===== src/rtl/core/fenwick_prefix_sum_engine_assert.svh =====
// Assertion macros of the prefix-sum engine RTL, used by the datapath.
// Needs aclk and aresetn in the scope of each use.
`ifndef FENWICK_PREFIX_SUM_ENGINE_ASSERT_SVH
`define FENWICK_PREFIX_SUM_ENGINE_ASSERT_SVH

// The consequent must hold in the same cycle as the antecedent.
`define FPS_ASSERT_SAME(lbl, ante, cons, msg) \
    lbl: assert property (@(posedge aclk) disable iff (!aresetn) (ante) |-> (cons)) \
        else $error(msg);

// The consequent must hold in the cycle after the antecedent.
`define FPS_ASSERT_NEXT(lbl, ante, cons, msg) \
    lbl: assert property (@(posedge aclk) disable iff (!aresetn) (ante) |=> (cons)) \
        else $error(msg);

`endif


===== src/rtl/core/fps_pkg.sv =====
// Shared types and constants of the prefix-sum engine.
// No dependencies; used by the controller, the datapath and the top level.
`timescale 1ns / 1ps

package fps_pkg;

    localparam int DEPTH  = 1024;
    localparam int IDX_W  = $clog2(DEPTH);
    localparam int N_W    = IDX_W + 1;
    localparam int SIZE_W = 11;
    localparam int DATA_W = 64;
    localparam int CMD_W  = 2;

    typedef enum logic [CMD_W-1:0] {
        CMD_POINT_ADD   = 2'd0,
        CMD_RANGE_ADD   = 2'd1,
        CMD_PREFIX_SUM  = 2'd2,
        CMD_RANGE_SUM   = 2'd3
    } cmd_t;

    // Which walk to start, with its start slot and direction.
    typedef enum logic [1:0] {
        WS_LO_ADD   = 2'd0,
        WS_HI1_ADD  = 2'd1,
        WS_HI_SUM   = 2'd2,
        WS_LOM1_SUB = 2'd3
    } walk_sel_t;

    typedef struct packed {
        logic      clr_en;
        logic      load;
        logic      walk_start;
        walk_sel_t walk_sel;
        logic      rd_en;
        logic      apply;
        logic      out_load;
    } ctrl_cmd_t;

    typedef struct packed {
        logic clr_last;
        logic walk_done;
        logic bad;
        cmd_t cmd;
        logic lo_zero;
        logic out_free;
    } dp_status_t;

endpackage


===== src/rtl/core/fps_ctrl.sv =====
// Controller of the prefix-sum engine: clearing pass, walk sequencing, result hand-off.
// Depends on fps_pkg; drives the datapath through ctrl_cmd_t.
`timescale 1ns / 1ps

module fps_ctrl (
    input  logic                aclk,
    input  logic                aresetn,
    input  logic                in_valid,
    output logic                in_ready,
    input  fps_pkg::dp_status_t stat,
    output fps_pkg::ctrl_cmd_t  ctrl
);

    typedef enum logic [5:0] {
        ST_CLEAR  = 6'b000001,
        ST_IDLE   = 6'b000010,
        ST_DECIDE = 6'b000100,
        ST_WALK   = 6'b001000,
        ST_APPLY  = 6'b010000,
        ST_DONE   = 6'b100000
    } state_t;

    state_t state_reg, state_next;
    logic   second_reg, second_next;

    assign in_ready = (state_reg == ST_IDLE);

    always_comb begin
        state_next      = state_reg;
        second_next     = second_reg;
        ctrl            = '0;
        ctrl.walk_sel   = fps_pkg::WS_LO_ADD;
        case (state_reg)
            ST_CLEAR: begin
                ctrl.clr_en = 1'b1;
                if (stat.clr_last) begin
                    state_next = ST_IDLE;
                end
            end
            ST_IDLE: begin
                if (in_valid) begin
                    ctrl.load  = 1'b1;
                    state_next = ST_DECIDE;
                end
            end
            ST_DECIDE: begin
                if (stat.bad) begin
                    state_next = ST_DONE;
                end else begin
                    ctrl.walk_start = 1'b1;
                    state_next      = ST_WALK;
                    case (stat.cmd)
                        fps_pkg::CMD_POINT_ADD: begin
                            ctrl.walk_sel = fps_pkg::WS_LO_ADD;
                            second_next   = 1'b0;
                        end
                        fps_pkg::CMD_RANGE_ADD: begin
                            ctrl.walk_sel = fps_pkg::WS_LO_ADD;
                            second_next   = 1'b1;
                        end
                        fps_pkg::CMD_PREFIX_SUM: begin
                            ctrl.walk_sel = fps_pkg::WS_HI_SUM;
                            second_next   = 1'b0;
                        end
                        default: begin
                            ctrl.walk_sel = fps_pkg::WS_HI_SUM;
                            second_next   = !stat.lo_zero;
                        end
                    endcase
                end
            end
            ST_WALK: begin
                if (stat.walk_done) begin
                    if (second_reg) begin
                        ctrl.walk_start = 1'b1;
                        ctrl.walk_sel   = (stat.cmd == fps_pkg::CMD_RANGE_ADD) ?
                                          fps_pkg::WS_HI1_ADD : fps_pkg::WS_LOM1_SUB;
                        second_next     = 1'b0;
                    end else begin
                        state_next = ST_DONE;
                    end
                end else begin
                    ctrl.rd_en = 1'b1;
                    state_next = ST_APPLY;
                end
            end
            ST_APPLY: begin
                ctrl.apply = 1'b1;
                state_next = ST_WALK;
            end
            ST_DONE: begin
                if (stat.out_free) begin
                    ctrl.out_load = 1'b1;
                    state_next    = ST_IDLE;
                end
            end
            default: begin
                state_next = ST_IDLE;
            end
        endcase
    end

    always_ff @(posedge aclk) begin
        if (!aresetn) begin
            state_reg  <= ST_CLEAR;
            second_reg <= 1'b0;
        end else begin
            state_reg  <= state_next;
            second_reg <= second_next;
        end
    end

endmodule


===== config.mk =====
export PLATFORM = sky130hd
export DESIGN_NAME = fps_ctrl
export DESIGN_NICKNAME = d
export VERILOG_FILES = /design/src/rtl/core/fenwick_prefix_sum_engine_assert.svh /design/src/rtl/core/fps_pkg.sv /design/src/rtl/core/fps_ctrl.sv
export SDC_FILE = /design/constraint.sdc
export NUM_CORES = 1
export LEC_CHECK = 0
export ABC_AREA = 1
export ABC_CLOCK_PERIOD_IN_PS = 1000
export BUFFER_PORTS_ARGS = -buffer_cell sky130_fd_sc_hd__buf_2
export CORE_MARGIN = 2
export CORE_UTILIZATION = 30
export DETAILED_ROUTE_END_ITERATION = 8
export MAX_ROUTING_LAYER = met4
export PLACE_DENSITY_LB_ADDON = 0.12
export SYNTH_ARGS = -nofsm -noshare
export SYNTH_HDL_FRONTEND = slang
export SYNTH_SLANG_ARGS = --single-unit

===== constraint.sdc =====
create_clock -name aclk -period 1 [get_ports aclk]
set_input_delay 0.1 -clock aclk [delete_from_list [all_inputs] [get_ports aclk]]
set_output_delay 0.1 -clock aclk [all_outputs]
set_load 0.01 [all_outputs]

### After elaboration in Yosys (flattened, before gate mapping)

Index checks and enable logic that the tools add are counted.

* bits in registers: 7
* input bits: 10

* mux-type cells: 25
* equal/unequal tests: 14
* reductions and logical operators: 7

Operator list (number)
* $mux 6: 6
* $pmux 6 s6: 1
* $mux 1: 10
* $ne 2x2->1 const B: 5
* $mux 3: 3
* $eq 6x1->1 const B: 1
* $eq 6x2->1 const B: 1
* $eq 6x3->1 const B: 1
* $eq 6x4->1 const B: 1
* $eq 6x5->1 const B: 1
* $eq 6x6->1 const B: 1
* $pmux 3 s2: 1
* $mux 2: 2
* $pmux 1 s2: 2
* $reduce_and 4->1: 1
* $reduce_or 2->1: 2
* $ne 3x3->1 const B: 1
* $reduce_and 3->1: 1
* $eq 2x1->1 const B: 1
* $eq 2x2->1 const B: 1
* $logic_not 2->1: 1
* $reduce_bool 2->1: 1
* $logic_not 1->1: 1

### Logic depth before layout (Yosys ltp)

Gate-level depths: netlist of run 1.

* depth after elaboration: 5
* depth in mapped cells: 8

### Worst setup path before layout of run 1

Ideal clock, no wire load.

* path type: register -> output
* start point: register state_reg[4]
* end point: output port ctrl[4] in the netlist's numbering
* cell stages (with the launch flop): 7
* arrival: 1.063 ns
* buffers on the path: 0
* setup slack: -0.163 ns
* cells stage by stage: dfxtp_1 nor2_4 and2_4 nand3b_2 nand2_1 o21ai_1 inv_1

RTL lines
* from (decl): line fps_ctrl.sv:23 `state_t state_reg, state_next;`
* from (signal assigned): line fps_ctrl.sv:108 `state_reg <= state_next;`
* to (decl): line fps_ctrl.sv:11 `output fps_pkg::ctrl_cmd_t ctrl`

==> results of run 1 <==
## kinds of logic (layout without fill, tap and decap cells)
family	Yosys count	after routing
flops	7	7
simple gates	47	47
compound gates	5	5
buf+inv	16	56
## critical path, cell delays in order (launching register included)
cell and delay [ns]:
dfxtp_4 0.34, nor2_4 0.15, buf_4 0.13, nand4_1 0.11, buf_4 0.18, inv_2 0.05
buf_6 0.09
## report_power, final
group	switching, mW	total [mW]	leakage [nW]	internal, mW
clock	0.0962	0.248	0.0150	0.152
combinational	0.151	0.289	0.458	0.138
sequential	0.0228	0.322	0.0603	0.299
total	0.270	0.859	0.533	0.589
## per-stage QoR
step	instances	worst slack, ns
after floorplan	75	-0.108
after global placement	115	-0.242
after detailed placement	115	-0.228
after CTS	130	-0.404
after global routing	131	-0.469
final	131	-0.389
## per-layer routing
layer	track usage [%]	routed length, µm	up-vias
li1	-	-	318
met1	21.9	651	259
met2	23.2	640	13
met3	2.40	54	2
met4	5.29	17	0
met5	-	0	-
## layout by cell type, fill, tap and decap left out, types with 2 or more instances in the layout
master and n:
buf_4 17, buf_2 16, inv_1 12, nand2_1 8, nor2_1 8, nor2_4 6
nand4_1 4, inv_2 4, nand2_2 4, nor2_2 4, nand3_2 3, nand3_1 3
clkbuf_4 3, buf_6 3, dfxtp_4 3, dfxtp_2 3, o21ai_1 2
## timing repair
action | in CTS | in global routing
gates resized for setup | 20 | 7
pin swaps | 7 | 4
endpoints found under the setup margin | 16 | 16
hold buffers | 0 | 0
endpoints found under the hold margin | 0 | 0
setup buffers | 12 | 1
## path summary, 6_finish.rpt
path                              startpoint      endpoint  slack [ns]
worst max-delay path            state_reg[1]       ctrl[1]       -0.39
worst min-delay path                 aresetn  state_reg[0]        0.09
worst max register to register  state_reg[1]    second_reg       -0.33
worst min register to register    second_reg    second_reg        0.51
## layout make-up
class / instances / area (µm²)
Multi-Input combinational cell: 52 / 380
Tap cell: 16 / 20.0
Inverter: 16 / 60.1
Timing Repair Buffer: 36 / 241
Clock buffer: 4 / 26.3
Sequential cell: 7 / 155
Fill cell: 142 / 658
==> results.md, run 1 <==
| Stage | Result | Reported |
|:---|:---|:---|
| clock tree | CTS tree | yes |
| logic synthesis | Multiplexer share of the synthesized area | 0% |
| logic synthesis | Share of Yosys cell area claimed by the top area cell type | 28.0% |
| logic synthesis | Top cells by area, synth | dfxtp_1 (28%), inv_1 (11%), nor2_1 (9.7%), nand2_1 (9.0%), nor2_4 (6.7%) |
| floorplan | Initial cell density of the core | 32.5% |
| global routing | Initial antenna violation count | 0 |
| logic synthesis | Total nets after synthesis | 85 |
| job | Max capacitance violation total | 0 |
| clock tree | Clk buf depth | 2 |
| floorplan | Die area | 2010 µm² |
| setup path | Signal arrival time at the worst endpoint | 1.29 ns |
| sta | Max transition margin | 86.4% |
| sta | Tightest Pin Transition | 0.202 ns |
| setup path | Setup crit start kind | register |
| clock tree | Clock buffer count from CTS | 3 |
| logic synthesis | Post-Synthesis Cells | 75 |
| logic synthesis | Count of flip-flops with a built-in enable after synthesis | 0 |
| min path | Type of the tightest min-delay check | primary input to register |
| floorplan | Number of I/O pins | 19 |
| global routing | Leftover overflow at the end of global routing | 0 |
| placed design | Final RePlAce weighted congestion | 0.752 |
| sta | Final Slew Violations | 0 |
| detailed routing | Final ANT Viol Nets | 0 |
| global routing | Global-route wire length before repair | 2.30 mm |
| detailed routing | Via count normalized by instance count | 4.52 |
| pwr | Final Total Pwr | 0.859 mW |
| logic synthesis | Share of synthesized registers carrying an async set or reset | 0% |
| setup path | Worst Reg-to-Reg Cells | 7 |
| finish | N_diodes | 0 |
| logic synthesis | Sequential cell area fraction in the yosys report | 28.0% |
| logic synthesis | Yosys reg bits | 7 |
| status | Outcome | finished with violations |
| clock tree | Worst-skew pair later-pin latency | 0.25 ns |
| global routing | Global router's overall resource usage | 15.7% |
| detailed routing | Wire per inst | 10.4 µm |
| clock tree | Root buf cell | clkbuf_4 |
| floorplan | Cell row count | 14 |
| global routing | Maximum number of pins on one net before global-route repair | 8 |
| placed design | Cell Area, Placed | 678 µm² |
| pwr | Leak Pwr | 0.533 nW |
| sta | Final setup skew | 0.00122 ns |
| sta | Final worst setup slack | -0.389 ns |
| logic synthesis | Leading register cell type out of synthesis | dfxtp_1 |
| logic synthesis | Synthesis warning total | 0 |
| sta | Tcrit/Tclk final | 139% |
| logic synthesis | Simple-gate portion of the synthesized area | 54.0% |
| setup path | Largest driver fanout on the critical path | 3 |
| min path | Depth of the worst hold-timing path | 2 |
| clock tree | H-tree levels | 1 |
| setup path | Kind of end point of the critical path | output port |
| sta | Setup TNS after final layout | -4.16 ns |
| logic synthesis | Fraction of the mapped netlist area in compound gates | 6.00% |
| placed design | Final HPWL DP | 938 µm |
| finish | Flip-flop count of the largest register, all copies and words added | 6 |
| sta | Final critical path time including I/O delays and setup | 1.39 ns |
| logic synthesis | Synth Area in Adders | 0% |
| finish | Area Overhead vs Synth | 76.5% |
| logic synthesis | Post-synthesis cell type with the largest combined area | dfxtp_1 |
| logic synthesis | Commonest cells in the netlist | inv_1 (14), nor2_1 (13), nand2_1 (12), dfxtp_1 (7), nand3_1 (5) |
| clock tree | Clk sink count | 7 |
| detailed routing | Total via count after detailed routing | 592 |
| logic synthesis | Mapped cell area | 500 µm² |
| logic synthesis | Cell with the most instances after synthesis | inv_1 |
| finish | Layout cells sized above 1 | 63.5% |
| logic synthesis | Synthesized area per cell | 6.67 µm² |
| floorplan | Chip Height | 44.8 µm |
| finish | Final standard cell area without fillers | 883 µm² |
| detailed routing | Starting DRC count in detailed routing | 5 |
| finish | Post-layout net count | 126 |
| detailed routing | Wire length reported by the detailed router | 1.36 mm |
| placed design | Number of port buffers | 18 |
| finish | Fraction of the core area covered by cells at the end of the flow | 57.3% |
| detailed routing | DRC Markers | 0 |
| setup path | Worst Path Required | 0.90 ns |
| sta | Hold Violations, Final | 0 |
| global routing | Number of global-route vias before repair | 566 |
| sta | F_max | 720 MHz |
| sta | Worst slack on hold paths | 0.0874 ns |
| floorplan | Placeable Area | 1540 µm² |
| sta | Setup violation total in the final timing report | 15 |
| logic synthesis | XOR/XNOR Fraction of Synth Area | 0% |
| logic synthesis | Combinational family with the most area after synthesis | simple AND/OR/NAND/NOR gates |
| detailed routing | First-pass iteration count of the detailed router | 2 |
| pwr | Worst voltage drop across the vdd grid | 0.773 mV |
| sta | Setup repair after global routing missed its margin | true |
| pwr | Total power per unit cell area | 972 nW/µm² |
| setup path | Start-to-end type of the worst setup path | register to output port |
| logic synthesis | Count of different cell masters after synthesis | 21 |
| floorplan | Chip Width | 44.8 µm |
| status | Failing checks | setup timing |
| clock tree | Clock transition at the registers of the reported paths | 0.05 ns |
Power figures use the tool's default switching activity.
==> run 2: changes to the inputs <==
--- a/config.mk
+++ b/config.mk
@@ -5,12 +5,12 @@
 export SDC_FILE = /design/constraint.sdc
 export NUM_CORES = 1
 export LEC_CHECK = 0
-export ABC_AREA = 1
+export ABC_AREA = 0
 export ABC_CLOCK_PERIOD_IN_PS = 1000
 export BUFFER_PORTS_ARGS = -buffer_cell sky130_fd_sc_hd__buf_2
-export CORE_MARGIN = 2
-export CORE_UTILIZATION = 30
+export CORE_AREA = 3 3 40 42
 export DETAILED_ROUTE_END_ITERATION = 8
+export DIE_AREA = 0 0 43 45
 export MAX_ROUTING_LAYER = met4
 export PLACE_DENSITY_LB_ADDON = 0.12
 export SYNTH_ARGS = -nofsm -noshare
==> run 2 against run 1 <==
The flow still finishes with violations (setup timing). Total power up 11%. Synthesized area shrank 3.5%. Fmax fell by 20%. Register-to-register slack worse by 0.16 ns. Sequential share of layout area fell by 2.5 points. First-iteration DRC count rose to 3.2 times the previous value. Global-route usage up 6.4 points. Die area shrank 3.8%. Critical path depth down 2. Cell count is 2.3% higher. Largest cell class is now non-clock buffers. Largest power group is now combinational cells.
==> results.md, run 2 <==
| Stage | Result | Reported | vs previous |
|:---|:---|:---|:---|
| status | Outcome | finished with violations | unchanged |
| status | Failing checks | setup timing | unchanged |
| setup path | Setup crit start kind | register | unchanged |
| logic synthesis | Synthesis warning total | 0 | unchanged |
| clock tree | Clock transition at the registers of the reported paths | 0.05 ns | about the same |
| finish | Fraction of the core area covered by cells at the end of the flow | 82.9% | was 57.3% |
| setup path | Cell with the largest stage delay on the worst path | or4_4 | was dfxtp_4 |
| logic synthesis | Mapped cell area | 483 µm² | was 500 µm² |
| finish | Top library cells by usage in the layout, fill and taps aside | buf_4 (30), buf_2 (15), buf_6 (12) | was buf_4 (17), buf_2 (16), inv_1 (12) |
| placed design | Final RePlAce weighted congestion | 0.827 | was 0.752 |
| sta | Setup repair after global routing missed its margin | true | unchanged |
| finish | Finished Layout Cells | 134 | was 131 |
| detailed routing | Starting DRC count in detailed routing | 16 | was 5 |
| floorplan | Cell row count | 13 | was 14 |
| global routing | Number of global-route vias before repair | 653 | was 566 |
| setup path | Ordered list of cells on the worst path | or4_4 > a21oi_4 > o21a_1 > buf_2 | was nor2_4 > buf_4 > nand4_1 > buf_4 > inv_2 > buf_6 |
| sta | Final critical path time including I/O delays and setup | 1.74 ns | was 1.39 ns |
| clock tree | H-tree levels | 1 | unchanged |
| finish | Layout cells sized above 1 | 71.4% | was 63.5% |
| clock tree | Worst-skew pair later-pin latency | 0.26 ns | was 0.25 ns |
| global routing | Maximum number of pins on one net before global-route repair | 7 | was 8 |
| logic synthesis | Post-synthesis cell type with the largest combined area | dfxtp_1 | unchanged |
| detailed routing | Final ANT Viol Nets | 0 | unchanged |
| floorplan | Initial cell density of the core | 37.6% | was 32.5% |
| setup path | Largest stage delay on the critical path | 0.57 ns | was 0.34 ns |
| global routing | Global-route wire length before repair | 3.00 mm | was 2.30 mm |
| clock tree | Clock buffer count from CTS | 3 | unchanged |
| pwr | Final Total Pwr | 0.954 mW | was 0.859 mW |
| min path | Startpoint of the tightest hold check path | stat[6] | was aresetn |
| setup path | Start-to-end type of the worst setup path | register to output port | unchanged |
| clock tree | Clk sink count | 7 | unchanged |
| setup path | Kind of end point of the critical path | output port | unchanged |
| logic synthesis | Share of synthesized registers carrying an async set or reset | 0% | unchanged |
| global routing | Global router's overall resource usage | 22.1% | was 15.7% |
| sta | Final worst setup slack | -0.735 ns | was -0.389 ns |
| placed design | Cell Area, Placed | 743 µm² | was 678 µm² |
| placed design | Placed Instances | 112 | was 115 |
| clock tree | Number of hold-repair buffers added at the cts stage | 0 | unchanged |
| detailed routing | First-pass iteration count of the detailed router | 4 | was 2 |
| clock tree | CTS tree | yes | unchanged |
| pwr | Leak Pwr | 0.509 nW | was 0.533 nW |
| setup path | Reg-to-Reg Start | state_reg[0] | was state_reg[1] |
| min path | Hold-critical path endpoint | state_reg[0] | unchanged |
| finish | N_diodes | 0 | unchanged |
| sta | F_max | 576 MHz | was 720 MHz |
| finish | Final standard cell area without fillers | 1060 µm² | was 883 µm² |
| clock tree | Clk buf depth | 2 | unchanged |
| logic synthesis | Yosys reg bits | 7 | unchanged |
| pwr | Worst voltage drop across the vdd grid | 0.611 mV | was 0.773 mV |
| job | Max capacitance violation total | 0 | unchanged |
| floorplan | Chip Width | 43 µm | was 44.8 µm |
| min path | Type of the tightest min-delay check | primary input to register | unchanged |
| global routing | Leftover overflow at the end of global routing | 0 | unchanged |
| sta | Tcrit/Tclk final | 174% | was 139% |
| sta | Final setup skew | 0.00388 ns | was 0.00122 ns |
| logic synthesis | Cell with the most instances after synthesis | dfxtp_1 | was inv_1 |
| floorplan | Die area | 1940 µm² | was 2010 µm² |
| logic synthesis | Top cells by area, synth | dfxtp_1 (29%), nor3b_1 (4.7%), o21a_1 (4.7%), and2b_2 (3.6%), o32ai_2 (3.4%) | was dfxtp_1 (28%), inv_1 (11%), nor2_1 (9.7%), nand2_1 (9.0%), nor2_4 (6.7%) |
| logic synthesis | Total nets after synthesis | 69 | was 85 |
| setup path | Worst Reg-to-Reg Cells | 6 | was 7 |
| setup path | Flop2flop setup slack | -0.49 ns | was -0.33 ns |
| logic synthesis | Post-Synthesis Cells | 59 | was 75 |
| setup path | Largest driver fanout on the critical path | 3 | unchanged |
| detailed routing | Wire length reported by the detailed router | 2.03 mm | was 1.36 mm |
| clock tree | Root buf cell | clkbuf_4 | unchanged |
| logic synthesis | Share of Yosys cell area claimed by the top area cell type | 29.0% | was 28.0% |
| detailed routing | Total via count after detailed routing | 726 | was 592 |
| setup path | Worst Path Required | 0.90 ns | about the same |
| finish | Leading cell type in the layout, fill and taps excluded | buf_4 | unchanged |
| min path | Depth of the worst hold-timing path | 2 | unchanged |
| logic synthesis | Commonest cells in the netlist | dfxtp_1 (7), inv_1 (4), nand2_1 (4) | was inv_1 (14), nor2_1 (13), nand2_1 (12), dfxtp_1 (7), nand3_1 (5) |
| detailed routing | DRC Markers | 0 | unchanged |
| placed design | Final HPWL DP | 1.18 mm | was 938 µm |
| setup path | Signal arrival time at the worst endpoint | 1.64 ns | was 1.29 ns |
| detailed routing | Via count normalized by instance count | 5.42 | was 4.52 |
| detailed routing | Wire per inst | 15.1 µm | was 10.4 µm |
| logic synthesis | Sequential cell area fraction in the yosys report | 29.0% | was 28.0% |
| logic synthesis | Count of flip-flops with a built-in enable after synthesis | 0 | unchanged |
| finish | Area Overhead vs Synth | 120% | was 76.5% |
| logic synthesis | Leading register cell type out of synthesis | dfxtp_1 | unchanged |
| floorplan | Chip Height | 45 µm | was 44.8 µm |
| sta | Setup TNS after final layout | -7.89 ns | was -4.16 ns |
| floorplan | Placeable Area | 1280 µm² | was 1540 µm² |
| sta | Max transition margin | 74.4% | was 86.4% |
| floorplan | Number of I/O pins | 19 | unchanged |
| sta | Tightest Pin Transition | 0.380 ns | was 0.202 ns |
| placed design | Number of port buffers | 18 | unchanged |
| setup path | Reg-to-reg critical path endpoint | state_reg[2] | was second_reg |
| sta | Final Slew Violations | 0 | unchanged |
| pwr | Total power per unit cell area | 896 nW/µm² | was 972 nW/µm² |
| sta | Setup violation total in the final timing report | 16 | was 15 |
| global routing | Initial antenna violation count | 0 | unchanged |
| logic synthesis | Synthesized area per cell | 8.19 µm² | was 6.67 µm² |
| finish | Flip-flop count of the largest register, all copies and words added | 6 | unchanged |
| logic synthesis | Count of different cell masters after synthesis | 31 | was 21 |
| finish | Post-layout net count | 130 | was 126 |
| sta | Hold Violations, Final | 0 | unchanged |
## run 2: cell types whose count changed after synthesis, moves of 3 or more
cell,delta
o21a_1,+3
nor3_1,+3
nand2_1,-8
nor2_1,-10
inv_1,-10
nor2_4,-3
## run 2: cells by family (layout without fill, tap and decap cells)
family / Yosys count / after routing / share of synthesized area, %
AO/OA/AOI/OAI: 15 / 15 / 23.6
flip-flops: 7 / 7 / 29.0
AND/OR/NAND/NOR: 32 / 32 / 42.0
buffers and inverters: 5 / 65 / 5.44
## run 2: layout make-up
type / count / area, µm²
clock buffers: 4 / 26.3
fillers: 82 / 220
inverters: 4 / 15.0
multi-input cells: 47 / 409
flip-flops and latches: 7 / 160
well taps: 15 / 18.8
repair buffers: 57 / 435
## run 2: how the worst max path moves through the flow
| stage | start | slack, ns | to |
|---|---|---|---|
| floorplan | state_reg[4] | -0.42 | state_reg[5] |
| global placement | state_reg[1] | -0.49 | state_reg[5] |
| detailed placement | state_reg[1] | -0.47 | state_reg[5] |
| CTS | state_reg[0] | -0.68 | ctrl[4] |
| global route | state_reg[0] | -0.83 | ctrl[4] |
| finish | state_reg[1] | -0.74 | ctrl[4] |
## run 2: power breakdown
group / switching (mW) / total [mW] / internal (mW)
sequential: 0.0174 / 0.305 / 0.287
clock: 0.115 / 0.268 / 0.153
combinational: 0.160 / 0.381 / 0.221
## run 2: metal layers
| layer | up-vias | GRT usage [%] | share of wire, % |
|---|---|---|---|
| met2 | 31 | 40.1 | 54 |
| met5 | - | - | 0 |
| li1 | 343 | - | - |
| met3 | 8 | 7.17 | 6.1 |
| met1 | 344 | 24.0 | 38 |
| met4 | 0 | 3.61 | 2.2 |
## run 2: worst max-delay path: cells and delay by family, from the launching register on
| family | cells | cell delay, ns |
|---|---|---|
| AND/OR/NAND/NOR | 1 | 0.57 |
| buffers and inverters | 1 | 0.13 |
| AO/OA/AOI/OAI | 2 | 0.33 |
| flip-flops | 1 | 0.35 |
## run 2: what timing repair did
item	4_1_cts	5_1_grt
buffers inserted	17	5
setup endpoints to repair	16	16
pin swaps	14	11
gates resized for setup	28	16
## run 2: per-stage QoR
step	hold slack (ns)	setup slack, ns
2_1_floorplan	0.176	-0.423
3_3_place_gp	0.327	-0.485
3_5_place_dp	0.324	-0.474
4_1_cts	0.0451	-0.679
5_1_grt	0.0328	-0.828
6_report	0.0454	-0.735
==> run 3: changes to the inputs <==
--- a/config.mk
+++ b/config.mk
@@ -5,7 +5,7 @@
 export SDC_FILE = /design/constraint.sdc
 export NUM_CORES = 1
 export LEC_CHECK = 0
-export ABC_AREA = 0
+export ABC_AREA = 1
 export ABC_CLOCK_PERIOD_IN_PS = 1000
 export BUFFER_PORTS_ARGS = -buffer_cell sky130_fd_sc_hd__buf_2
 export CORE_AREA = 3 3 40 42
==> run 3 against run 2 <==
The run still ends with setup timing left. Sequential share of layout area grew 2.5 points. Final area is 18% lower. Critical path depth increased by 3. Worst setup slack improved by 0.32 ns. Global-route usage decreased by 6.1 points. Sequential power grew 5%. Largest cell class is now multi-input gates. Total power fell by 7.1%. Non-clock buffer count down 23. Fmax is 22% higher.
==> results.md, run 3 (synthesized netlist as in run 1, its figures left out) <==
| Stage | Result | Reported | vs previous |
|:---|:---|:---|:---|
| sta | Final Slew Violations | 0 | unchanged |
| floorplan | Number of I/O pins | 19 | unchanged |
| clock tree | Root buf cell | clkbuf_4 | unchanged |
| global routing | Number of global-route vias before repair | 568 | was 653 |
| floorplan | Placeable Area | 1280 µm² | unchanged |
| setup path | Crit path max-delay family | simple AND/OR/NAND/NOR gates | unchanged |
| placed design | DP Worst Slack | -0.234 ns | was -0.474 ns |
| clock tree | H-tree levels | 1 | unchanged |
| finish | Top library cells by usage in the layout, fill and taps aside | buf_2 (18), inv_1 (12), buf_4 (12) | was buf_4 (30), buf_2 (15), buf_6 (12) |
| setup path | Kind of end point of the critical path | output port | unchanged |
| min path | Type of the tightest min-delay check | primary input to register | unchanged |
| sta | Final critical path time including I/O delays and setup | 1.42 ns | was 1.74 ns |
| floorplan | Chip Height | 45 µm | unchanged |
| sta | Tightest Pin Transition | 0.260 ns | was 0.380 ns |
| detailed routing | Wire length reported by the detailed router | 1.54 mm | was 2.03 mm |
| pwr | Worst voltage drop across the vdd grid | 0.677 mV | was 0.611 mV |
| sta | F_max | 705 MHz | was 576 MHz |
| sta | Final worst setup slack | -0.418 ns | was -0.735 ns |
| detailed routing | Starting DRC count in detailed routing | 14 | was 16 |
| setup path | Largest driver fanout on the critical path | 3 | unchanged |
| detailed routing | Via count normalized by instance count | 4.67 | was 5.42 |
| detailed routing | DRC Markers | 0 | unchanged |
| detailed routing | Total via count after detailed routing | 598 | was 726 |
| floorplan | Chip Width | 43 µm | unchanged |
| floorplan | Initial cell density of the core | 38.9% | was 37.6% |
| sta | Worst slack on hold paths | 0.0865 ns | was 0.0454 ns |
| detailed routing | First-pass iteration count of the detailed router | 4 | unchanged |
| sta | Final setup skew | 0.00745 ns | was 0.00388 ns |
| finish | N_diodes | 0 | unchanged |
| status | Failing checks | setup timing | unchanged |
| finish | Layout cells sized above 1 | 61.9% | was 71.4% |
| pwr | Final Total Pwr | 0.886 mW | was 0.954 mW |
| setup path | Setup crit start kind | register | unchanged |
| sta | Setup repair after global routing missed its margin | true | unchanged |
| global routing | Maximum number of pins on one net before global-route repair | 8 | was 7 |
| setup path | Start-to-end type of the worst setup path | register to output port | unchanged |
| global routing | Leftover overflow at the end of global routing | 0 | unchanged |
| sta | Hold Violations, Final | 0 | unchanged |
| detailed routing | Final ANT Viol Nets | 0 | unchanged |
| global routing | Initial antenna violation count | 0 | unchanged |
| sta | Setup violation total in the final timing report | 16 | unchanged |
| finish | Fraction of the core area covered by cells at the end of the flow | 67.9% | was 82.9% |
| global routing | Global router's overall resource usage | 16.0% | was 22.1% |
| sta | Max transition margin | 82.5% | was 74.4% |
| placed design | Placed Instances | 115 | was 112 |
| placed design | Final RePlAce weighted congestion | 0.788 | was 0.827 |
| clock tree | CTS tree | yes | unchanged |
| setup path | Ordered list of cells on the worst path | nor2_4 > and2_4 > nand3b_4 > nand2_4 > o21ai_2 > inv_1 > buf_2 | was or4_4 > a21oi_4 > o21a_1 > buf_2 |
| setup path | Worst Path Required | 0.90 ns | about the same |
| floorplan | Cell row count | 13 | unchanged |
| setup path | Signal arrival time at the worst endpoint | 1.32 ns | was 1.64 ns |
| sta | Tcrit/Tclk final | 142% | was 174% |
| finish | Leading cell type in the layout, fill and taps excluded | buf_2 | was buf_4 |
| floorplan | Die area | 1940 µm² | unchanged |
| clock tree | Worst-skew pair later-pin latency | 0.25 ns | was 0.26 ns |
| setup path | Largest stage delay on the critical path | 0.34 ns | was 0.57 ns |
| finish | Area Overhead vs Synth | 74.2% | was 120% |
| finish | Flip-flop count of the largest register, all copies and words added | 6 | unchanged |
| status | Outcome | finished with violations | unchanged |
| clock tree | Clock buffer count from CTS | 3 | unchanged |
| detailed routing | Wire per inst | 12.0 µm | was 15.1 µm |
| setup path | Bufs and invs on worst path | 2 | was 1 |
| global routing | Global-route wire length before repair | 2.27 mm | was 3.00 mm |
| pwr | Leak Pwr | 0.541 nW | was 0.509 nW |
| finish | Finished Layout Cells | 128 | was 134 |
| pwr | Total power per unit cell area | 1020 nW/µm² | was 896 nW/µm² |
| placed design | Final HPWL DP | 958 µm | was 1.18 mm |
| clock tree | Number of hold-repair buffers added at the cts stage | 0 | unchanged |
| finish | Post-layout net count | 124 | was 130 |
| clock tree | Clk buf depth | 2 | unchanged |
| placed design | Number of port buffers | 18 | unchanged |
| setup path | Cell with the largest stage delay on the worst path | dfxtp_4 | was or4_4 |
| job | Max capacitance violation total | 0 | unchanged |
| clock tree | Clk sink count | 7 | unchanged |
| clock tree | Clock transition at the registers of the reported paths | 0.05 ns | about the same |
[run 3: cell count changes in the layout (fill, tap and decap cells not counted), moves of 5 or more]
cell,previous run,this run
nor2_4,1,6
nand2_1,3,9
buf_4,30,12
nor2_1,2,9
buf_6,12,3
inv_1,2,12
[run 3: what timing repair did]
action | 4_1_cts | 5_1_grt
buffers inserted | 6 | 4
gates resized for setup | 15 | 11
endpoints found under the setup margin | 16 | 16
gates cloned | 0 | 0
hold endpoints to repair | 0 | 0
pin swaps | 7 | 6
[run 3: final timing paths]
check	start	end	slack [ns]	cells past startpoint
hold / removal	aresetn	state_reg[0]	0.09	2
setup / recovery	state_reg[0]	ctrl[4]	-0.42	7
setup reg to reg	state_reg[0]	state_reg[5]	-0.32	10
hold reg to reg	second_reg	second_reg	0.50	2
[run 3: stage by stage]
stage               TNS, ns  area, µm²
detailed placement    -1.79        684
global route          -5.74        872
floorplan            -0.483        523
global placement      -1.84        684
CTS                   -4.25        815
finish                -4.57        872
[run 3: power by group]
part           leakage [nW]  internal (mW)  switching (mW)
sequential           0.0599          0.298          0.0221
clock                0.0177          0.146           0.104
combinational         0.463          0.154           0.161
[run 3: final cells by class]
| cell class | count | area [µm²] |
|---|---|---|
| inverter | 16 | 60.1 |
| tap | 15 | 18.8 |
| timing repair buffer | 34 | 234 |
| fill | 104 | 413 |
| clock inverter | 1 | 5.00 |
| clock buffer | 3 | 22.5 |
| sequential | 7 | 153 |
| multi-input combinational | 52 | 379 |
[run 3: per-layer routing]
metal | up-vias | share of wire [%] | GRT usage (%)
met1 | 269 | 44 | 17.2
met5 | - | 0 | -
met3 | 0 | 4.5 | 3.19
met4 | 0 | 0 | 8.43
met2 | 15 | 52 | 27.8
li1 | 314 | - | -
